===== src/ellr_pkg.sv =====
// Shared types and constants for the ellipse rasterizer.
// No dependencies; imported by every other module of the block.
`default_nettype none

package ellr_pkg;

    // canvas edge: input coordinates above CANVAS_SIZE-1 are clamped
    localparam int CANVAS_SIZE = 4096;

    localparam int COORD_W = 12;            // input coordinate
    localparam int POS_W   = 15;            // signed walk position
    localparam int DIM_W   = 14;            // box width / height
    localparam int TERM_W  = 48;            // error walk terms
    localparam int ALU_W   = TERM_W + 2;    // room for 2*error and a compare

    localparam int MUL_A_W = DIM_W + 1;
    localparam int MUL_B_W = 2 * DIM_W;
    localparam int MUL_P_W = MUL_A_W + MUL_B_W;

    localparam int S_DATA_W = 56;
    localparam int M_DATA_W = 64;

    localparam logic [COORD_W:0] COORD_MAX =
        (CANVAS_SIZE - 1 > 2**COORD_W - 1) ? (COORD_W+1)'(2**COORD_W - 1)
                                           : (COORD_W+1)'(CANVAS_SIZE - 1);

    typedef enum logic {
        OP_START = 1'b0,
        OP_STEP  = 1'b1
    } op_t;

    typedef enum logic [1:0] {
        PH_IDLE,
        PH_WALK,
        PH_TAIL
    } phase_t;

    typedef enum logic [3:0] {
        SQ_IDLE,
        SQ_BOX,
        SQ_DIM,
        SQ_MUL_W,
        SQ_MUL_H,
        SQ_MUL_X,
        SQ_ERR_A,
        SQ_ERR_B,
        SQ_CMP_Y,
        SQ_CMP_X,
        SQ_ADD_Y,
        SQ_ERR_Y,
        SQ_CMP_E,
        SQ_ADD_X,
        SQ_ERR_X,
        SQ_FIN
    } seq_t;

    // decoded input request
    typedef struct packed {
        op_t                op;
        logic [COORD_W-1:0] ax;
        logic [COORD_W-1:0] ay;
        logic [COORD_W-1:0] bx;
        logic [COORD_W-1:0] by;
        logic               centered;
        logic               keep_square;
    } cmd_t;

    // one point set
    typedef struct packed {
        logic signed [POS_W-1:0] left;
        logic signed [POS_W-1:0] right;
        logic signed [POS_W-1:0] lower;
        logic signed [POS_W-1:0] upper;
        logic                    last;
    } res_t;

endpackage

`default_nettype wire


===== src/ellr_mul.sv =====
// Shared signed multiplier with a registered product.
// Depends on ellr_pkg for operand widths.
`default_nettype none

module ellr_mul (
    input  logic                                 aclk,
    input  logic signed [ellr_pkg::MUL_A_W-1:0]  a,
    input  logic signed [ellr_pkg::MUL_B_W-1:0]  b,
    output logic signed [ellr_pkg::MUL_P_W-1:0]  p
);
    import ellr_pkg::*;

    logic signed [MUL_P_W-1:0] p_reg;

    always_ff @(posedge aclk) begin
        p_reg <= a * b;
    end

    assign p = p_reg;

endmodule

`default_nettype wire


===== src/ellr_alu.sv =====
// Shared wide adder / comparator for the error walk.
// Depends on ellr_pkg for the datapath width.
`default_nettype none

module ellr_alu (
    input  logic signed [ellr_pkg::ALU_W-1:0] a,
    input  logic signed [ellr_pkg::ALU_W-1:0] b,
    input  logic                              sub,
    output logic signed [ellr_pkg::ALU_W-1:0] sum,
    output logic                              neg,
    output logic                              zero
);
    import ellr_pkg::*;

    // a + b, or a - b as a + ~b + 1
    assign sum  = a + (sub ? ~b : b) + ALU_W'(sub);
    assign neg  = sum[ALU_W-1];
    assign zero = (sum == '0);

endmodule

`default_nettype wire


===== src/ellr_core.sv =====
// Sequencer and walk registers of the ellipse rasterizer.
// Depends on ellr_pkg, ellr_mul and ellr_alu.
`default_nettype none

module ellr_core (
    input  logic                aclk,
    input  logic                aresetn,
    input  logic                cmd_valid,
    input  ellr_pkg::cmd_t      cmd,
    output logic                idle,
    input  logic                out_free,
    output logic                res_valid,
    output ellr_pkg::res_t      res
);
    import ellr_pkg::*;

    localparam logic signed [MUL_A_W-1:0] ONE_A = MUL_A_W'(1);
    localparam logic signed [POS_W-1:0]   ONE_P = POS_W'(1);

    function automatic logic signed [POS_W-1:0] mag(input logic signed [POS_W-1:0] v);
        mag = v[POS_W-1] ? -v : v;
    endfunction

    function automatic logic [COORD_W-1:0] sat_coord(input logic [COORD_W-1:0] v);
        sat_coord = ({1'b0, v} > COORD_MAX) ? COORD_MAX[COORD_W-1:0] : v;
    endfunction

    function automatic logic signed [ALU_W-1:0] ext(input logic signed [TERM_W-1:0] t);
        ext = ALU_W'(t);
    endfunction

    seq_t   seq_reg, seq_next;
    phase_t phase_reg, phase_next;

    // latched start request
    logic [COORD_W-1:0] ax_reg, ay_reg, bx_reg, by_reg;
    logic               ctr_reg, sq_reg;

    // bounding box and walk position
    logic signed [POS_W-1:0] x0_reg, y0_reg, x1_reg, y1_reg;
    logic signed [POS_W-1:0] left_reg, right_reg, lower_reg, upper_reg;
    logic [DIM_W-1:0]        w_reg, hbox_reg;
    logic                    hodd_reg;

    // error walk terms
    logic signed [TERM_W-1:0] err_reg, xstep_reg, ystep_reg, winc_reg, hinc_reg;
    logic signed [TERM_W-1:0] w2_reg, h2_reg;

    // per-step decisions
    logic c1_reg, c2_reg, xhit_reg;

    // shared units
    logic signed [MUL_A_W-1:0] mul_a;
    logic signed [MUL_B_W-1:0] mul_b;
    logic signed [MUL_P_W-1:0] mul_p;
    logic signed [TERM_W-1:0]  p_ext;
    logic signed [ALU_W-1:0]   alu_a, alu_b, alu_sum, e2;
    logic                      alu_sub, alu_neg, alu_zero;

    ellr_mul u_mul (
        .aclk (aclk),
        .a    (mul_a),
        .b    (mul_b),
        .p    (mul_p)
    );

    ellr_alu u_alu (
        .a    (alu_a),
        .b    (alu_b),
        .sub  (alu_sub),
        .sum  (alu_sum),
        .neg  (alu_neg),
        .zero (alu_zero)
    );

    assign p_ext = TERM_W'(mul_p);
    assign e2    = ext(err_reg) <<< 1;
    assign idle  = (seq_reg == SQ_IDLE);

    // box from the latched points
    logic signed [POS_W-1:0] axs, ays, bxs, bys, rx, ry, rmax, rxs, rys, dy;
    logic signed [POS_W-1:0] bx0, by0, bx1, by1;

    always_comb begin
        axs  = $signed({{(POS_W-COORD_W){1'b0}}, ax_reg});
        ays  = $signed({{(POS_W-COORD_W){1'b0}}, ay_reg});
        bxs  = $signed({{(POS_W-COORD_W){1'b0}}, bx_reg});
        bys  = $signed({{(POS_W-COORD_W){1'b0}}, by_reg});
        rx   = mag(bxs - axs);
        ry   = mag(bys - ays);
        rmax = (rx > ry) ? rx : ry;
        rxs  = sq_reg ? rmax : rx;
        rys  = sq_reg ? rmax : ry;
        dy   = bys - ays;
        if (ctr_reg) begin
            bx0 = axs - rxs;
            by0 = ays - rys;
            bx1 = axs + rxs;
            by1 = ays + rys;
        end else begin
            bx0 = axs;
            by0 = ays;
            bx1 = bxs;
            // square: keep the drawn y direction, use the x distance
            if (sq_reg) begin
                by1 = dy[POS_W-1] ? ays - rx : ays + rx;
            end else begin
                by1 = bys;
            end
        end
    end

    // size and start position of the walk
    logic signed [POS_W-1:0] dx, wabs, habs, ymin, half_up, half_dn;

    always_comb begin
        dx      = x1_reg - x0_reg;
        wabs    = mag(dx);
        habs    = mag(y1_reg - y0_reg);
        ymin    = (y0_reg > y1_reg) ? y1_reg : y0_reg;
        half_up = (habs + ONE_P) >>> 1;
        half_dn = habs >>> 1;
    end

    // end-of-step position update
    logic signed [POS_W-1:0] lo_n, up_n, l_n, r_n;
    logic signed [POS_W:0]   span, hcmp;
    logic                    ydo;
    logic signed [POS_W-1:0] fin_left, fin_right;
    logic                    fin_last;

    always_comb begin
        ydo       = (phase_reg == PH_TAIL) || c1_reg;
        lo_n      = lower_reg + POS_W'(ydo);
        up_n      = upper_reg - POS_W'(ydo);
        l_n       = left_reg + POS_W'(xhit_reg);
        r_n       = right_reg - POS_W'(xhit_reg);
        span      = (POS_W+1)'(lo_n) - (POS_W+1)'(up_n);
        hcmp      = $signed({2'b00, hbox_reg});
        fin_left  = l_n;
        fin_right = r_n;
        fin_last  = 1'b0;
        phase_next = phase_reg;
        if (phase_reg == PH_TAIL) begin
            if (span >= hcmp) begin
                phase_next = PH_IDLE;
                fin_last   = 1'b1;
            end
        end else if (l_n > r_n) begin
            // x pair crossed: a crossing x step is undone
            fin_left  = left_reg;
            fin_right = right_reg;
            if (span < hcmp) begin
                phase_next = PH_TAIL;
            end else begin
                phase_next = PH_IDLE;
                fin_last   = 1'b1;
            end
        end
    end

    // shared unit operands
    always_comb begin
        mul_a   = '0;
        mul_b   = '0;
        alu_a   = '0;
        alu_b   = '0;
        alu_sub = 1'b0;
        unique case (seq_reg)
            SQ_MUL_W: begin
                mul_a = $signed({1'b0, w_reg});
                mul_b = $signed(MUL_B_W'(w_reg));
            end
            SQ_MUL_H: begin
                mul_a = $signed({1'b0, hbox_reg});
                mul_b = $signed(MUL_B_W'(hbox_reg));
            end
            SQ_MUL_X: begin
                mul_a = ONE_A - $signed({1'b0, w_reg});
                mul_b = $signed(mul_p[MUL_B_W-1:0]);
            end
            SQ_ERR_A: begin
                alu_a = ext(p_ext <<< 2);
                alu_b = hodd_reg ? ext(w2_reg) : '0;
            end
            SQ_ERR_B: begin
                alu_a = ext(err_reg);
                alu_b = ext(ystep_reg);
            end
            SQ_CMP_Y: begin
                alu_a   = ext(ystep_reg);
                alu_b   = e2;
                alu_sub = 1'b1;
            end
            SQ_CMP_X: begin
                alu_a   = e2;
                alu_b   = ext(xstep_reg);
                alu_sub = 1'b1;
            end
            SQ_ADD_Y: begin
                alu_a = ext(ystep_reg);
                alu_b = ext(hinc_reg);
            end
            SQ_ERR_Y: begin
                alu_a = ext(err_reg);
                alu_b = ext(ystep_reg);
            end
            SQ_CMP_E: begin
                alu_a   = e2;
                alu_b   = ext(ystep_reg);
                alu_sub = 1'b1;
            end
            SQ_ADD_X: begin
                alu_a = ext(xstep_reg);
                alu_b = ext(winc_reg);
            end
            SQ_ERR_X: begin
                alu_a = ext(err_reg);
                alu_b = ext(xstep_reg);
            end
            default: begin
                alu_a = '0;
            end
        endcase
    end

    // sequencer
    always_comb begin
        seq_next  = seq_reg;
        res_valid = 1'b0;
        unique case (seq_reg)
            SQ_IDLE: begin
                if (cmd_valid) begin
                    if (cmd.op == OP_START) begin
                        seq_next = SQ_BOX;
                    end else if (phase_reg == PH_WALK) begin
                        seq_next = SQ_CMP_Y;
                    end else if (phase_reg == PH_TAIL) begin
                        seq_next = SQ_FIN;
                    end
                end
            end
            SQ_BOX:   seq_next = SQ_DIM;
            SQ_DIM:   seq_next = SQ_MUL_W;
            SQ_MUL_W: seq_next = SQ_MUL_H;
            SQ_MUL_H: seq_next = SQ_MUL_X;
            SQ_MUL_X: seq_next = SQ_ERR_A;
            SQ_ERR_A: seq_next = SQ_ERR_B;
            SQ_ERR_B: seq_next = SQ_IDLE;
            SQ_CMP_Y: seq_next = SQ_CMP_X;
            SQ_CMP_X: begin
                priority if (c1_reg) begin
                    seq_next = SQ_ADD_Y;
                end else if (!alu_neg) begin
                    seq_next = SQ_ADD_X;
                end else begin
                    seq_next = SQ_CMP_E;
                end
            end
            SQ_ADD_Y: seq_next = SQ_ERR_Y;
            SQ_ERR_Y: seq_next = c2_reg ? SQ_ADD_X : SQ_CMP_E;
            SQ_CMP_E: seq_next = (!alu_neg && !alu_zero) ? SQ_ADD_X : SQ_FIN;
            SQ_ADD_X: seq_next = SQ_ERR_X;
            SQ_ERR_X: seq_next = SQ_FIN;
            SQ_FIN: begin
                if (out_free) begin
                    res_valid = 1'b1;
                    seq_next  = SQ_IDLE;
                end
            end
            default: seq_next = SQ_IDLE;
        endcase
    end

    // result shows the position before this step
    always_comb begin
        res.left  = left_reg;
        res.right = right_reg;
        res.lower = lower_reg;
        res.upper = upper_reg;
        res.last  = fin_last;
    end

    // control state
    always_ff @(posedge aclk) begin
        if (!aresetn) begin
            seq_reg   <= SQ_IDLE;
            phase_reg <= PH_IDLE;
        end else begin
            seq_reg <= seq_next;
            if (seq_reg == SQ_ERR_A) begin
                phase_reg <= PH_WALK;
            end else if (seq_reg == SQ_FIN && out_free) begin
                phase_reg <= phase_next;
            end
        end
    end

    // datapath
    always_ff @(posedge aclk) begin
        unique case (seq_reg)
            SQ_IDLE: begin
                if (cmd_valid) begin
                    ax_reg   <= sat_coord(cmd.ax);
                    ay_reg   <= sat_coord(cmd.ay);
                    bx_reg   <= sat_coord(cmd.bx);
                    by_reg   <= sat_coord(cmd.by);
                    ctr_reg  <= cmd.centered;
                    sq_reg   <= cmd.keep_square;
                    xhit_reg <= 1'b0;
                end
            end
            SQ_BOX: begin
                x0_reg <= bx0;
                y0_reg <= by0;
                x1_reg <= bx1;
                y1_reg <= by1;
            end
            SQ_DIM: begin
                w_reg     <= wabs[DIM_W-1:0];
                hbox_reg  <= habs[DIM_W-1:0];
                hodd_reg  <= habs[0];
                left_reg  <= dx[POS_W-1] ? x1_reg : x0_reg;
                right_reg <= dx[POS_W-1] ? x0_reg : x1_reg;
                lower_reg <= ymin + half_up;
                upper_reg <= ymin + half_dn;
            end
            SQ_MUL_H: w2_reg <= p_ext;
            SQ_MUL_X: h2_reg <= p_ext;
            SQ_ERR_A: begin
                xstep_reg <= p_ext <<< 2;
                ystep_reg <= hodd_reg ? (w2_reg <<< 3) : (w2_reg <<< 2);
                hinc_reg  <= w2_reg <<< 3;
                winc_reg  <= h2_reg <<< 3;
                err_reg   <= alu_sum[TERM_W-1:0];
            end
            SQ_ERR_B: err_reg <= alu_sum[TERM_W-1:0];
            SQ_CMP_Y: c1_reg  <= !alu_neg;
            SQ_CMP_X: c2_reg  <= !alu_neg;
            SQ_ADD_Y: ystep_reg <= alu_sum[TERM_W-1:0];
            SQ_ERR_Y: err_reg   <= alu_sum[TERM_W-1:0];
            SQ_ADD_X: begin
                xstep_reg <= alu_sum[TERM_W-1:0];
                xhit_reg  <= 1'b1;
            end
            SQ_ERR_X: err_reg <= alu_sum[TERM_W-1:0];
            SQ_FIN: begin
                if (out_free) begin
                    left_reg  <= fin_left;
                    right_reg <= fin_right;
                    lower_reg <= lo_n;
                    upper_reg <= up_n;
                end
            end
            default: begin
                c2_reg <= c2_reg;
            end
        endcase
    end

endmodule

`default_nettype wire


===== src/ellipse_rasterizer.sv =====
// Ellipse point generator: a start request (tuser = 0) latches two points and
// produces nothing; each step request (tuser = 1) then produces one set of four
// quadrant points, the final set flagged with tlast. A step while no ellipse is
// active produces nothing. The error-walk arithmetic runs through one 50-bit adder
// and one 15x28 multiplier under a sequencer, and the block takes one request at a
// time: a start computes the box and size, then three products and the first error
// terms; a step of the error walk makes 2 compares, up to 2 add pairs and one more
// compare through the shared adder, then the update; a step of the tail walk for
// flat ellipses makes only the update. A finished point set waits in the output
// register, so a new request is taken while it is still unread.
`default_nettype none

module ellipse_rasterizer (
    input  logic                             aclk,
    input  logic                             aresetn,
    input  logic                             s_tvalid,
    output logic                             s_tready,
    // first_x[11:0], first_y[23:12], second_x[35:24], second_y[47:36],
    // centered[48], keep_square[49], zero fill
    input  logic [ellr_pkg::S_DATA_W-1:0]    s_tdata,
    // operation[0]
    input  logic [0:0]                       s_tuser,
    output logic                             m_tvalid,
    input  logic                             m_tready,
    // left_x[14:0], right_x[29:15], lower_y[44:30], upper_y[59:45], zero fill
    output logic [ellr_pkg::M_DATA_W-1:0]    m_tdata,
    output logic                             m_tlast
);
    import ellr_pkg::*;

    cmd_t cmd;
    res_t res;
    logic core_idle, res_valid, out_free;

    logic                    m_valid_reg;
    logic                    m_last_reg;
    logic [4*POS_W-1:0]      m_data_reg;

    // unpack the request
    always_comb begin
        cmd.op          = op_t'(s_tuser[0]);
        cmd.ax          = s_tdata[COORD_W-1:0];
        cmd.ay          = s_tdata[2*COORD_W-1:COORD_W];
        cmd.bx          = s_tdata[3*COORD_W-1:2*COORD_W];
        cmd.by          = s_tdata[4*COORD_W-1:3*COORD_W];
        cmd.centered    = s_tdata[4*COORD_W];
        cmd.keep_square = s_tdata[4*COORD_W+1];
    end

    assign s_tready = core_idle;
    assign out_free = !m_valid_reg || m_tready;

    ellr_core u_core (
        .aclk      (aclk),
        .aresetn   (aresetn),
        .cmd_valid (s_tvalid && s_tready),
        .cmd       (cmd),
        .idle      (core_idle),
        .out_free  (out_free),
        .res_valid (res_valid),
        .res       (res)
    );

    // output register
    always_ff @(posedge aclk) begin
        if (!aresetn) begin
            m_valid_reg <= 1'b0;
        end else if (res_valid) begin
            m_valid_reg <= 1'b1;
        end else if (m_tready) begin
            m_valid_reg <= 1'b0;
        end
    end

    always_ff @(posedge aclk) begin
        if (res_valid) begin
            m_data_reg <= {res.upper, res.lower, res.right, res.left};
            m_last_reg <= res.last;
        end
    end

    assign m_tvalid = m_valid_reg;
    assign m_tdata  = {{(M_DATA_W-4*POS_W){1'b0}}, m_data_reg};
    assign m_tlast  = m_last_reg;

endmodule

`default_nettype wire


===== config.mk =====
export PLATFORM = sky130hd
export DESIGN_NAME = ellipse_rasterizer
export DESIGN_NICKNAME = d
export VERILOG_FILES = /design/src/ellr_pkg.sv /design/src/ellr_mul.sv /design/src/ellr_alu.sv /design/src/ellr_core.sv /design/src/ellipse_rasterizer.sv
export SDC_FILE = /design/constraint.sdc
export NUM_CORES = 2
export LEC_CHECK = 0
export ABC_AREA = 1
export BUFFER_PORTS_ARGS = -buffer_cell sky130_fd_sc_hd__buf_2
export CAP_MARGIN = 30
export CELL_PAD_IN_SITES_DETAIL_PLACEMENT = 1
export CELL_PAD_IN_SITES_GLOBAL_PLACEMENT = 2
export CORE_ASPECT_RATIO = 0.7
export CORE_MARGIN = 2
export CORE_UTILIZATION = 41
export CTS_CLUSTER_SIZE = 14
export DETAILED_ROUTE_END_ITERATION = 8
export PLACE_DENSITY_LB_ADDON = 0.1
export SLEW_MARGIN = 25
export SYNTH_ARGS = -nofsm -noshare
export SYNTH_HDL_FRONTEND = slang
export SYNTH_SLANG_ARGS = --single-unit

===== constraint.sdc =====
create_clock -name aclk -period 9.8 [get_ports aclk]
set_input_delay 0.49 -clock aclk [delete_from_list [all_inputs] [get_ports aclk]]
set_output_delay 0.49 -clock aclk [all_outputs]
set_load 0.005 [all_outputs]

After elaboration in Yosys (flattened, before gate mapping)
Index checks and enable logic that the tools add are counted.
W data, S select, Z words.
{ "word_totals": {"in_bits": 61, "register_bits": 629, "wordCells": 190, "out_inout_bits": 67} }
{ "classes": {"eq_ne": 23, "n_mux": 64, "n_bitwise": 2, "order_cmp": 5, "reduce_logical": 33, "addsub": 25, "n_mul": 1} }
{ "op_table": {"columns": ["op", "count"], "rows": [
  ["$mux W15", 20],
  ["$pmux W50 S6", 1],
  ["$pmux W50 S5", 1],
  ["$pmux W48 S2", 2],
  ["$pmux W15 S2", 4],
  ["$mux W50", 2],
  ["$pmux W28 S3", 1],
  ["$pmux W4 S16", 1],
  ["$add A50 B1 Y50", 1],
  ["$add A50 B50 Y50", 1],
  ["$logic_not A50 Y1", 1],
  ["$not A50 Y50", 1],
  ["$add A13 B15 Y15", 3],
  ["$gt A15 B15 Y1", 3],
  ["$mux W45", 1],
  ["$neg A15 Y15", 3],
  ["$pmux W15 S3", 1],
  ["$sub A13 B15 Y15", 3],
  ["$mul A15 B28 Y43", 1],
  ["$mux W12", 3],
  ["$eq A4 B4 Y1 const B", 8],
  ["$add A15 B1 Y15", 2],
  ["$add A15 B14 Y15", 2],
  ["$sub A15 B1 Y15", 2],
  ["35 further kinds", 85]
]} }

Depth between registers and ports, before layout
{ "depth": {"depth_word": 12, "ltp_mapped": 54, "depth_no_buf": 53} }

Hierarchy
Synthesis repeated with hierarchy kept, for this count alone.
{ "unflattened": {"cells_unflattened": 7069, "hier_area_um2": 57448.8} }
{ "modules_own_cells": {"columns": ["mod", "cells_each", "instances", "seq_area_each_um2", "area_each_um2"], "rows": [
  ["ellr_core", 3727, 1, 15645.0, 33621.0],
  ["ellr_mul", 2248, 1, 860.8, 16853.7],
  ["ellr_alu", 1020, 1, 0.0, 5054.8],
  ["ellipse_rasterizer", 74, 1, 1851.8, 1919.3]
]} }

Worst setup path after synthesis
Ideal clock, no wire load.
{ "synth_timing": {"path_type": "reg-to-reg", "from": "reg u_core.seq_reg[0]", "to": "reg u_core.u_mul.p_reg[42] (netlist: u_core.u_mul.p[42])", "synth_period_minus_slack_ns": 8.306, "arrival_time_ns": 8.235, "setup_ns": 0.072, "required_time_ns": 9.728, "path_slack_ns": 1.494, "path_stages_with_launch": 35, "path_buffers": 2, "cell_sequence": "dfxtp_1 -> nor2_1 -> inv_1 -> nor2_1 -> clkbuf_1 -> nand2_1 -> nand2_1 -> inv_1 -> o21ai_1 -> clkbuf_1 -> nand2_1 -> fa_1 -> inv_1 -> fa_1 -> fa_1 -> fa_1 -> fa_1 -> inv_1 -> fa_1 -> inv_1 -> ha_1 -> a21oi_1 -> o21ai_0 -> a211oi_1 -> o21ai_0 -> a21oi_1 -> o21ai_0 -> nand2_1 -> o211ai_1 -> nand3_1 -> nand2_1 -> a21oi_1 -> nor2_1 -> nor2_1 -> xor2_1"} }
{ "synth_between": {"elab_chain_cells": 3, "word_cells_on_any_way": 6, "cone_classes": "mul (1); eq/ne (3); mux (2)"} }
{ "synth_lines": {"columns": ["item", "line", "text"], "rows": [
  ["start: declaration", "ellr_core.sv:32", "seq_t seq_reg, seq_next;"],
  ["start signal: assignment", "ellr_core.sv:290", "seq_reg <= seq_next;"],
  ["$eq A4 B3 Y1 / $eq A4 B2 Y1 (equally long branches)", "ellr_core.sv:169", "unique case (seq_reg)"],
  ["$pmux W15 S3 / $pmux W28 S3 (equally long branches)", "ellr_core.sv:169", null],
  ["$mul A15 B28 Y43 *", "ellr_mul.sv:16", "p_reg <= a * b;"],
  ["end signal: assignment", "ellr_mul.sv:16", null],
  ["end: declaration", "ellr_mul.sv:13", "logic signed [MUL_P_W-1:0] p_reg;"]
]} }
Every way passes the cells marked *; elsewhere a longest branch is shown, timed or not.
A chain may end at the register's enable or synchronous reset.

Final worst setup path
{ "layout_timing": {"from": "reg u_core.w_reg[1]", "to": "reg u_core.u_mul.p_reg[42] (netlist: u_core.u_mul.p[42])"} }
{ "layout_between": {"elab_chain_cells": 3, "word_cells_on_any_way": 4, "cone_classes": "add/sub (1); mul (1); mux (2)"} }
{ "layout_lines": {"columns": ["item", "line", "text"], "rows": [
  ["start: declaration", "ellr_core.sv:42", "logic [DIM_W-1:0] w_reg, hbox_reg;"],
  ["start signal: assignment", "ellr_core.sv:320", "w_reg <= wabs[DIM_W-1:0];"],
  ["$sub A1 B14 Y15", "ellr_core.sv:179", "mul_a = ONE_A - $signed({1'b0, w_reg});"],
  ["$pmux W15 S3", "ellr_core.sv:169", null],
  ["$mul A15 B28 Y43 *", "ellr_mul.sv:16", null]
]} }
Marked as above.

==> impl_results.md <==
- Syn Inst Count: 6247
- Top-Level Pins: 128
- Max reg flops: 60
- Post-synth top cells: 1221 x nand2_1, 1063 x inv_1, 578 x edfxtp_1
- Via Count: 44667
- Drt wl/cell: 23.3 um
- Synth area leader: edfxtp_1
- Total of max-cap violations: 0
- Met3 Resource Use GR: 0.0611
- Die height: 309 um
- Final worst-path cycle share: 0.903
- Top-count cell post-synth: nand2_1
- Worst r2r src: u_core.w_reg[1]$_DFFE_PP_
- Remaining DRCs: 0
- Rows: 111
- Min cycle time layout: 8850 ps
- WHS Endpoint: u_core.phase_reg[1]$_SDFFE_PP0P_
- Worst-Margin Slew: 1150 ps
- CP Data Required Time: 10400 ps
- CTS tree: done
- Critical Path Source Type: register
- Largest fanout on the critical path: 15
- Nets: 7229
- Primary FF master, synth: edfxtp_1
- Initial antenna violation count: 3
- Asr flop ratio synth: 0
- Yosys warning count: 0
- Die ar.: 0.136 sq mm
- # setup viols final: 0
- Vias in the first global route: 45971
- M1 GR Usage: 0.460
- Total Routing Usage GR: 0.281
- CTS Hold Bufs: 50
- Worst Setup Path Type: reg -> reg
- Worst-skew pair later-pin latency: 700 ps
- Detailed Route WL: 191000 um
- Die span in x: 440 um
- Max Slew Vio Count: 0
- GRT busiest layer: met1
- RSZ-0062 raised after global routing: false
- Post-synthesis sequential area ratio: 0.337
- Crit path top cell by count: inv_1
- Clk buf depth: 3
- Clock Skews: 52.4 ps
- EDFF count, synth: 578
- Top post-synthesis cells by area: edfxtp_1 32%, fa_1 15%, ha_1 8.6%, nand2_1 8.4%, inv_1 7.3%
- Buffers on Ports: 117
- Initial Util: 0.415
- GR Util met2: 0.374
- FF-to-FF End: u_core.u_mul.p[42]$_DFF_P_
- Yosys top cell area share: 0.319
- Relative slew slack: 0.231
- Post CTS Setup Buffer Count: 0
- Core area: 0.131 sq mm
- Post-DRT Antenna Nets: 0
- 1st-iter DRT viols: 3855
- CTS Buf Count: 71
- Clk sinks: 628
- F_max: 113 MHz
- Post-route setup TNS: 0 ps
- CP Capture Type: register
- Hold Path Class: in -> reg
- H-tree levels: 3
- Worst R2R Setup Slack: 950 ps
- Post-CTS sizing: 0
- RePlAce Congestion: 0.902
- CTS clock-pin slew for the worst setup and hold paths: 60 ps
- Vias/cell: 5.45
- Synthesis-stage register bit count: 628
- R2R depth: 40
- Global-route wire length before repair: 288000 um
- Share of cells above drive strength 1: 0.0738
- Max stage delay cell, worst path: fa_1
- Status: finished, final reports clean
- Final hold violations: 0
- Gr ovfl total: 0
- HPWL after DPL: 151000 um
- 1st-pass router iterations: 5
- CP peak stage delay: 580 ps
- Hold Crit Depth: 3
- Min-delay src: aresetn
- Syn avg cell area: 8.72 sq um
- Netlist cell types: 78
- Pin count of the biggest net entering global routing: 120
- Post-synthesis cell area: 0.0545 sq mm
- Root buf cell: clkbuf_16
- P&R area growth vs syn: 10.5%
- WP data arrival: 9450 ps
[cells in the final DEF (no fill, tap or decap), drive strengths merged, types with 13 or more instances in the layout]
master / instances
nor4: 13
nor2: 524
a31oi: 53
o31ai: 19
o2111ai: 47
clkinv: 39
or2: 21
dlygate4sd3: 50
o22ai: 20
nor3: 49
nand4: 44
o21bai: 28
ha: 373
edfxtp: 578
xor2: 246
nand3: 185
a21oi: 341
buf: 208
nand3b: 13
a221oi: 19
nand2: 1248
o211ai: 20
dfxtp: 50
inv: 1093
xnor2: 75
fa: 404
clkbuf: 85
o21ai: 360
a21o: 24
o221ai: 20
a22oi: 131
[worst max path at each step]
| stage | slack [ps] | start | to |
|---|---|---|---|
| final | 950 | u_core.w_reg[1]$_DFFE_PP_ | u_core.u_mul.p[42]$_DFF_P_ |
| after global routing | 50 | u_core.ay_reg[1]$_DFFE_PP_ | u_core.y0_reg[12]$_SDFFCE_PN0P_ |
| after CTS | 930 | u_core.w_reg[1]$_DFFE_PP_ | u_core.u_mul.p[42]$_DFF_P_ |
| after detailed placement | 990 | u_core.w_reg[1]$_DFFE_PP_ | u_core.u_mul.p[42]$_DFF_P_ |
| after global placement | 1070 | u_core.w_reg[1]$_DFFE_PP_ | u_core.u_mul.p[42]$_DFF_P_ |
| after floorplan | 1490 | u_core.seq_reg[0]$_SDFFE_PN0P_ | u_core.u_mul.p[42]$_DFF_P_ |
[per-stage QoR]
| stage | area [sq um] | worst slack, ps | utilization | cells | hold WS (ps) |
|---|---|---|---|---|---|
| global route | 60200 | 50.5 | 0.458 | 8200 | 69.6 |
| floorplan | 54500 | 1490 | - | 6254 | 400 |
| finish | 60200 | 949 | 0.458 | 8201 | 81.7 |
| detailed placement | 57300 | 987 | 0.436 | 8016 | 406 |
| global placement | 57300 | 1070 | 0.436 | 8015 | 400 |
| CTS | 60200 | 933 | 0.458 | 8195 | 26.8 |
[cell type report]
cell class | instances | area (sq um)
antenna | 3 | 7.51
clock buffer | 85 | 1930
clock inverter | 44 | 425
fill | 15431 | 71200
inverter | 1096 | 4110
multi-input combinational | 4336 | 31400
sequential | 628 | 18400
tap | 1751 | 2190
timing repair buffer | 258 | 1810
[critical path, delay by kind of cell, from the launching register on]
kind                       cells  cell delay (ps)
xor gates and xnor gates       1              150
and+or+nand+nor               14             2360
DFF                            1              440
buffers and inverters          8              530
adders and majority gates      7             3380
AOI/OAI and AO/OA             10             1890
[kinds of logic (layout without fill, tap and decap cells)]
family                   count (synthesis)  count (layout)  share of synthesized area
flip-flops                             628             628                      0.337
buffers and inverters                 1290            1483                     0.0897
XOR/XNOR                               321             321                     0.0541
AND/OR/NAND/NOR                       2107            2107                      0.159
multiplexers                             8               8                    0.00154
AO/OA/AOI/OAI                         1114            1114                      0.125
other                                    2              12                   0.000138
adder cells (fa/ha/maj)                777             777                      0.234
[routing by layer]
| layer | wire length [um] | vias to the layer above |
|---|---|---|
| met1 | 100000 | 22402 |
| met4 | 2670 | 0 |
| li1 | - | 20773 |
| met5 | 0 | - |
| met3 | 15600 | 149 |
| met2 | 72100 | 1343 |
Power is not shown: default switching activity piles up to over one toggle a cycle in this logic, so the estimate is an artifact.
